### config.mk
export PLATFORM = sky130hd
export DESIGN_NAME = record_slot_store
export DESIGN_NICKNAME = d
export VERILOG_FILES = /design/src/rtl/rss_pkg.sv /design/src/rtl/rss_slot_find.sv /design/src/rtl/record_slot_store.sv
export VERILOG_INCLUDE_DIRS = /design/src /design/src/rtl
export SDC_FILE = /design/constraint.sdc
export NUM_CORES = 1
export LEC_CHECK = 0
export BUFFER_PORTS_ARGS = -buffer_cell sky130_fd_sc_hd__buf_4
export CORE_MARGIN = 2
export CORE_UTILIZATION = 25
export DETAILED_ROUTE_END_ITERATION = 8
export SLEW_MARGIN = 20
export SYNTH_ARGS = -nofsm -noshare
export SYNTH_HDL_FRONTEND = slang
export SYNTH_SLANG_ARGS = --single-unit
### constraint.sdc
create_clock -name clk -period 5.05 [get_ports clk]
set_clock_uncertainty 0.05 [all_clocks]
set_input_delay 0.505 -clock clk [delete_from_list [all_inputs] [get_ports clk]]
set_output_delay 0.505 -clock clk [all_outputs]
set_load 0.05 [all_outputs]
### src/rtl/record_slot_store_assert.svh
// assertion macros for the record slot store
// used by the top level; expects clk and rst_n in scope
`ifndef RECORD_SLOT_STORE_ASSERT_SVH
`define RECORD_SLOT_STORE_ASSERT_SVH

// invariant that must hold at every clock edge out of reset
`define RSS_ASSERT(lbl, prop, msg) \
    lbl: assert property (@(posedge clk) disable iff (!rst_n) (prop)) else $error(msg);

// condition that must hold in the cycle after a trigger
`define RSS_ASSERT_NEXT(lbl, ante, cons, msg) \
    lbl: assert property (@(posedge clk) disable iff (!rst_n) (ante) |=> (cons)) else $error(msg);

`endif

### src/rtl/rss_pkg.sv
// shared constants, codes and types of the record slot store
// no dependencies; imported by rss_slot_find and record_slot_store
package rss_pkg;

    // table geometry
    localparam int SLOTS       = 32;
    localparam int RECORD_BITS = 32;
    localparam int IDX_W       = (SLOTS > 1) ? $clog2(SLOTS) : 1;
    localparam int CNT_W       = $clog2(SLOTS + 1);

    // stream field widths
    localparam int ACTION_W   = 3;
    localparam int INDEX_W    = 5;
    localparam int RECIN_W    = 32;
    localparam int STATUS_W   = 2;
    localparam int RECOUT_W   = 32;
    localparam int COUNT_W    = 6;
    localparam int STORE_BITS = (RECORD_BITS < RECIN_W) ? RECORD_BITS : RECIN_W;
    localparam int S_DATA_W   = ((ACTION_W + INDEX_W + RECIN_W + 7) / 8) * 8;
    localparam int M_DATA_W   = ((STATUS_W + RECOUT_W + COUNT_W + 7) / 8) * 8;

    // action codes
    localparam logic [ACTION_W-1:0] ACT_ADD       = 3'd0;
    localparam logic [ACTION_W-1:0] ACT_GET       = 3'd1;
    localparam logic [ACTION_W-1:0] ACT_DEL_INDEX = 3'd2;
    localparam logic [ACTION_W-1:0] ACT_DEL_FIRST = 3'd3;
    localparam logic [ACTION_W-1:0] ACT_DEL_LAST  = 3'd4;
    localparam logic [ACTION_W-1:0] ACT_DEL_ALL   = 3'd5;

    // status codes
    localparam logic [STATUS_W-1:0] STS_OK        = 2'd0;
    localparam logic [STATUS_W-1:0] STS_BAD_INDEX = 2'd1;
    localparam logic [STATUS_W-1:0] STS_FULL      = 2'd2;
    localparam logic [STATUS_W-1:0] STS_EMPTY     = 2'd3;

    // slot search results over the in-use marks
    typedef struct packed {
        logic             has_free;
        logic [IDX_W-1:0] free_idx;
        logic             has_used;
        logic [IDX_W-1:0] first_idx;
        logic [IDX_W-1:0] last_idx;
    } slot_find_t;

endpackage

### src/rtl/rss_slot_find.sv
// priority search over the in-use marks: lowest free, lowest used, highest used
// depends on rss_pkg
module rss_slot_find (
    input  logic [rss_pkg::SLOTS-1:0] used,
    output rss_pkg::slot_find_t       find
);
    import rss_pkg::*;

    // lowest free and lowest used: scan downward so the lowest hit wins
    // highest used: scan upward so the highest hit wins
    always_comb
    begin
        find = '0;
        for (int i = SLOTS - 1; i >= 0; i--)
        begin
            if (!used[i])
            begin
                find.has_free = 1'b1;
                find.free_idx = IDX_W'(i);
            end
            if (used[i])
            begin
                find.has_used  = 1'b1;
                find.first_idx = IDX_W'(i);
            end
        end
        for (int j = 0; j < SLOTS; j++)
        begin
            if (used[j])
            begin
                find.last_idx = IDX_W'(j);
            end
        end
    end

endmodule

### src/rtl/record_slot_store.sv
// top level of the record slot store: stream ports, record memory, in-use marks
// depends on rss_pkg, rss_slot_find and record_slot_store_assert.svh
//
// A table of SLOTS record slots with an in-use mark each and a record count.
// Every item on the input stream is one operation (add, get, delete at index,
// delete first, delete last, delete all) and yields exactly one result item
// with status, the record read by get (zero otherwise) and the count after the
// operation. The cycle of acceptance issues the read of the record memory into a
// register; in the execute state, once the output register is free, the block
// decides, updates marks, count and memory, and loads the output register. It
// returns to idle and can take a new item in the cycle after that, also while the
// last result still waits in the output register. Reads of slots never written
// return whatever the memory holds. No clearing pass is needed after reset.
`include "record_slot_store_assert.svh"

module record_slot_store (
    input  logic                         clk,
    input  logic                         rst_n,
    input  logic                         s_tvalid,
    output logic                         s_tready,
    input  logic [rss_pkg::S_DATA_W-1:0] s_tdata,  // action, slot_index, record_in
    output logic                         m_tvalid,
    input  logic                         m_tready,
    output logic [rss_pkg::M_DATA_W-1:0] m_tdata   // status, record_out, record_count
);
    import rss_pkg::*;

    localparam logic S_IDLE = 1'b0;
    localparam logic S_EXEC = 1'b1;
    localparam int   CMP_W  = ((CNT_W > INDEX_W) ? CNT_W : INDEX_W) + 1;

    logic                  state_reg, state_next;
    logic [SLOTS-1:0]      used_reg, used_next;
    logic [CNT_W-1:0]      count_reg, count_next;
    logic [ACTION_W-1:0]   action_reg;
    logic [INDEX_W-1:0]    index_reg;
    logic [STORE_BITS-1:0] record_reg;
    logic [STORE_BITS-1:0] rd_data_reg;
    logic                  m_valid_reg, m_valid_next;
    logic [STATUS_W-1:0]   status_reg, status_next;
    logic [RECOUT_W-1:0]   rec_out_reg, rec_out_next;
    logic [CNT_W-1:0]      cnt_out_reg;

    logic [STORE_BITS-1:0] mem [SLOTS];

    logic                  s_accept;
    logic                  exec_done;
    logic                  idx_ok;
    logic                  wr_en;
    logic [IDX_W-1:0]      slot_addr;
    logic [CNT_W-1:0]      count_drop;
    slot_find_t            find;

    // input field split
    logic [ACTION_W-1:0] in_action;
    logic [INDEX_W-1:0]  in_index;
    logic [RECIN_W-1:0]  in_record;

    assign in_action = s_tdata[ACTION_W-1:0];
    assign in_index  = s_tdata[ACTION_W+INDEX_W-1:ACTION_W];
    assign in_record = s_tdata[ACTION_W+INDEX_W+RECIN_W-1:ACTION_W+INDEX_W];

    // handshakes
    assign s_tready  = (state_reg == S_IDLE);
    assign s_accept  = s_tvalid && s_tready;
    assign exec_done = (state_reg == S_EXEC) && (!m_valid_reg || m_tready);

    // slot search over the in-use marks
    rss_slot_find u_find (
        .used (used_reg),
        .find (find)
    );

    // record memory: read at acceptance, written at the end of an add
    always_ff @(posedge clk)
    begin
        if (s_accept)
        begin
            rd_data_reg <= mem[IDX_W'(in_index)];
        end
        if (wr_en)
        begin
            mem[find.free_idx] <= record_reg;
        end
    end

    // captured item
    always_ff @(posedge clk)
    begin
        if (s_accept)
        begin
            action_reg <= in_action;
            index_reg  <= in_index;
            record_reg <= in_record[STORE_BITS-1:0];
        end
    end

    // index check against count and table size
    assign idx_ok     = (CMP_W'(index_reg) < CMP_W'(count_reg)) &&
                        (CMP_W'(index_reg) < CMP_W'(SLOTS));
    assign slot_addr  = IDX_W'(index_reg);
    assign count_drop = (count_reg != '0) ? count_reg - CNT_W'(1) : count_reg;

    // operation decode and state update
    always_comb
    begin
        used_next    = used_reg;
        count_next   = count_reg;
        status_next  = STS_OK;
        rec_out_next = '0;
        wr_en        = 1'b0;
        unique case (action_reg)
            ACT_ADD:
            begin
                if ((count_reg < CNT_W'(SLOTS)) && find.has_free)
                begin
                    used_next[find.free_idx] = 1'b1;
                    count_next               = count_reg + CNT_W'(1);
                    wr_en                    = exec_done;
                end
                else
                begin
                    status_next = STS_FULL;
                end
            end
            ACT_GET:
            begin
                if (idx_ok)
                begin
                    rec_out_next = RECOUT_W'(rd_data_reg);
                end
                else
                begin
                    status_next = STS_BAD_INDEX;
                end
            end
            ACT_DEL_INDEX:
            begin
                if (idx_ok)
                begin
                    used_next[slot_addr] = 1'b0;
                    count_next           = count_drop;
                end
                else
                begin
                    status_next = STS_BAD_INDEX;
                end
            end
            ACT_DEL_FIRST:
            begin
                if (find.has_used)
                begin
                    used_next[find.first_idx] = 1'b0;
                    count_next                = count_drop;
                end
                else
                begin
                    status_next = STS_EMPTY;
                end
            end
            ACT_DEL_LAST:
            begin
                if (find.has_used)
                begin
                    used_next[find.last_idx] = 1'b0;
                    count_next               = count_drop;
                end
                else
                begin
                    status_next = STS_EMPTY;
                end
            end
            ACT_DEL_ALL:
            begin
                used_next  = '0;
                count_next = '0;
            end
            default:
            begin
                // unknown actions leave everything as is
            end
        endcase
    end

    // sequencer
    always_comb
    begin
        state_next = state_reg;
        if (s_accept)
        begin
            state_next = S_EXEC;
        end
        else if (exec_done)
        begin
            state_next = S_IDLE;
        end
    end

    // output register valid
    always_comb
    begin
        m_valid_next = m_valid_reg;
        if (exec_done)
        begin
            m_valid_next = 1'b1;
        end
        else if (m_tready)
        begin
            m_valid_next = 1'b0;
        end
    end

    // control registers
    always_ff @(posedge clk or negedge rst_n)
    begin
        if (!rst_n)
        begin
            state_reg   <= S_IDLE;
            used_reg    <= '0;
            count_reg   <= '0;
            m_valid_reg <= 1'b0;
        end
        else
        begin
            state_reg   <= state_next;
            m_valid_reg <= m_valid_next;
            if (exec_done)
            begin
                used_reg  <= used_next;
                count_reg <= count_next;
            end
        end
    end

    // result payload
    always_ff @(posedge clk)
    begin
        if (exec_done)
        begin
            status_reg  <= status_next;
            rec_out_reg <= rec_out_next;
            cnt_out_reg <= count_next;
        end
    end

    // output packing
    assign m_tvalid = m_valid_reg;
    assign m_tdata  = M_DATA_W'({COUNT_W'(cnt_out_reg), rec_out_reg, status_reg});

    // checks
    `RSS_ASSERT(a_count_range, count_reg <= CNT_W'(SLOTS), "record count beyond table size")
    `RSS_ASSERT(a_count_marks, 32'(count_reg) <= 32'($countones(used_reg)), "count above used marks")
    `RSS_ASSERT_NEXT(a_del_all, exec_done && (action_reg == ACT_DEL_ALL), (count_reg == '0) && (used_reg == '0), "delete all left state")

endmodule
==> flow_summary.toml <==
[layout]
final_area_sq_mm = 0.0561
fill_cells = 18100
drive_gt1_share_pct = 31.1
multiInputGateArea_sq_mm = 0.0115
regMostFlops = "mem"
area.growth.synth_to_final_pct = 19.1
post-route-util_pct = 29.9
num-nets-final = 2525
fin_cells = 5074
seqCellArea_sq_mm = 0.0351
largest_reg_flops = 1024

[floorplan]
start_util_pct = 25.1
ios = 86
num_rows = 159
die_h_um = 438
core_sq_mm = 0.188
dieWidth_um = 438
dieArea_sq_mm = 0.192

[setup_path]
slowest_delay_ns = 0.56
crit_fanout = 32
timing.rr.end = "mem[26][25]$_DFFE_PP_"
startpoint = "count_reg[2]$_DFFE_PN0P_"
path_cells = "inv_1, ha_1, a21o_1, a31oi_1, o21ai_1, buf_4, a221oi_2, and3_1, nand3_2, buf_12, nor2_4, buf_4"
cp_data_required_time_ns = 5.37
crit_type = "flop to flop"
timing.reg2reg.worst_path_depth = 12
end_kind = "flop"
worstReg2RegStart = "count_reg[2]$_DFFE_PN0P_"
cp-start-kind = "flop"
cpMostUsedCell = "buf_4"
cp_data_arrival_time_ns = 4.65
regToRegSetupSlack_ns = 0.71
cp_slowest_cell = "a221oi_2"

[sta]
final_hold_viol_count = 0
relSlewSlack_pct = 26.5
setup_viol = 0
fin_crit_sh_pct = 85.9
setup_tns_ns = 0
final_max_slew_viol_count = 0
rsz0062_at_grt = "no"
whs_ns = 0.203
fmax_ghz = 0.231
fin_ws_ns = 0.714
min_period_ns = 4.34
worstMarginPinSlew_ns = 1.09

[placed_design]
dp.cells = 4783
place_ws_ns = 0.859
detailed_place_hpwl_mm = 75.4
dpl-instance-area_sq_mm = 0.0513
io_buffers = 85
gp_congestion = 0.904

[synthesis]
syn-cell-area_sq_mm = 0.0471
synth_area_per_cell_sq_um = 20.9
ys_warn_count = 0
synth_cells = 2255
synth-seq-area-share_pct = 74.5
async_flop_share_pct = 3.40
synth_cell_type_count = 93
syn_nets = 2306
synth_seq_cells = 1176
ys.flop_type = "edfxtp_1"
synth_edf_count = 1136

[drt]
vias = 23300
ant_nets = 0
avgViaCountPerCell = 4.60
totalWireLength_mm = 122
wl_per_cell_um = 24.1
dr.pass1.iters = 5
dr.first_iter.drc_count = 2348
drcViolationCount = 0

[power_and_ir_drop]
max-vdd-ir-drop_uv = 237
power.total_mw = 24.5
p_per_area_mw_per_mm2 = 437
p_leak_nw = 17.4

[global_route]
grt_pass1_vias = 24000
grt_max_degree = 70
grt_first_pass_wirelength_mm = 177
grt-ovfl-total = 0
grt_usage_pct = 12.7
antenna_found_initial = 4

[min_path]
min_path_cells = 1
hold_path.startpoint = "s_tdata[3]"
hold_end = "index_reg[0]$_DFFE_PP_"
hold_class = "primary input to flop"

[clocking]
h-tree-depth = 4
cts_root_buffer = "clkbuf_16"
cts_tree = "built"
clkLatencyLatePin_ns = 0.76
numCtsBuffers = 130
clk_pin_slew_worst_paths_ns = 0.06
cts_buffer_depth = 3
clock_sinks = 1176

[run]
cap_viol_max_count = 0

[run_status]
status = "complete, no violations"
layer usage:
metal / wire length (um) / GRT usage, % / vias up
met5: 0 / 0 / -
met4: 3320 / 4.25 / 0
met1: 50600 / 16.2 / 12400
met3: 5990 / 1.88 / 168
met2: 62600 / 21.9 / 760
li1: - / - / 9962
worst max-delay path by stage:
stage | slack, ns | to | depth (start not counted)
after floorplan | 0.74 | mem[3][0]$_DFFE_PP_ | 12
after global placement | 0.88 | mem[10][26]$_DFFE_PP_ | 12
after detailed placement | 0.86 | mem[26][19]$_DFFE_PP_ | 12
after CTS | 0.82 | mem[26][25]$_DFFE_PP_ | 12
after global routing | 0.57 | mem[26][21]$_DFFE_PP_ | 12
final | 0.71 | mem[26][25]$_DFFE_PP_ | 12
cell families (layout without fill, tap and decap cells):
| logic type | Yosys count | count (layout) | synth area share (%) |
|---|---|---|---|
| fa+ha+maj | 7 | 7 | 0.186 |
| compound gates | 231 | 231 | 3.75 |
| buf+inv | 158 | 479 | 1.55 |
| other cells | 0 | 3 | 0 |
| xor+xnor | 2 | 2 | 0.0372 |
| simple gates | 327 | 327 | 3.84 |
| flops | 1176 | 1176 | 74.5 |
| mux | 354 | 354 | 16.1 |
synthesized netlist by cell type, types with 8 or more instances:
cell      instances  share of area [%]
buf_1             8              0.064
dfrtp_1          40                2.1
buf_2            53               0.56
a21oi_1          24               0.25
o21ai_1          10               0.11
and2_1           38               0.50
clkbuf_1         58               0.46
o211ai_2          9               0.24
inv_1            27               0.22
a31oi_1          14               0.19
nand3b_1         12               0.19
or3_1            13               0.17
o21ai_0          39               0.41
nor3_1           16               0.17
o211ai_1         28               0.45
nor2_1           74               0.59
nand3_1          15               0.16
edfxtp_1       1136                 72
o211a_1           9               0.19
mux4_2          320                 15
mux2_2           34               0.81
nand2_1          76               0.61
nand2b_1          9               0.12
o221ai_1         14               0.26
nand4_1          16               0.21
layout by cell type, fill, tap and decap left out, drive strengths merged, types with 4 or more instances in the layout:
master	instances
buf	180
o211a	11
o211ai	37
nor4	15
nand3b	12
nand2b	9
clkbuf	156
a21oi	27
or3	13
a211oi	5
a41oi	6
nor3b	4
o31ai	6
a31oi	16
and2	38
o221ai	14
mux2	34
or4	5
ha	7
nor3	17
dfrtp	40
nor2b	7
bufinv	9
a22oi	4
a21o	6
nand4	18
nand3	17
nand2	78
a2bb2oi	4
or2	6
and3	4
edfxtp	1136
o21a	5
dlygate4sd3	38
nor2	77
mux4	320
o21ai	50
inv	34
clkinv	59
where the power goes:
group / total, mW / switching, mW / internal (mW)
sequential: 11.8 / 0.439 / 11.4
combinational: 3.42 / 2.39 / 1.04
clock: 9.26 / 3.87 / 5.39
cell type report:
type                    count  share of cell area [%]
clock buffers             156                    6.20
flip-flops and latches   1176                    62.6
diodes                      3                  0.0134
repair buffers            218                    3.80
well taps                2495                    5.56
inverters                  27                   0.181
clock inverters            78                    1.23
multi-input cells         921                    20.5
what timing repair did:
action	in CTS	in global routing
hold endpoints to repair	77	0
gates resized for setup	0	0
hold buffers	38	0
buffers inserted	0	0
worst max-delay path, delay by kind of cell, from the launching register on:
kind	cells	cell delay, ns
DFF	1	0.50
buffers and inverters	4	1.14
AOI/OAI and AO/OA	4	1.07
and+or+nand+nor	3	0.81
adders and majority gates	1	0.35
(Power assumes the default switching activity.)
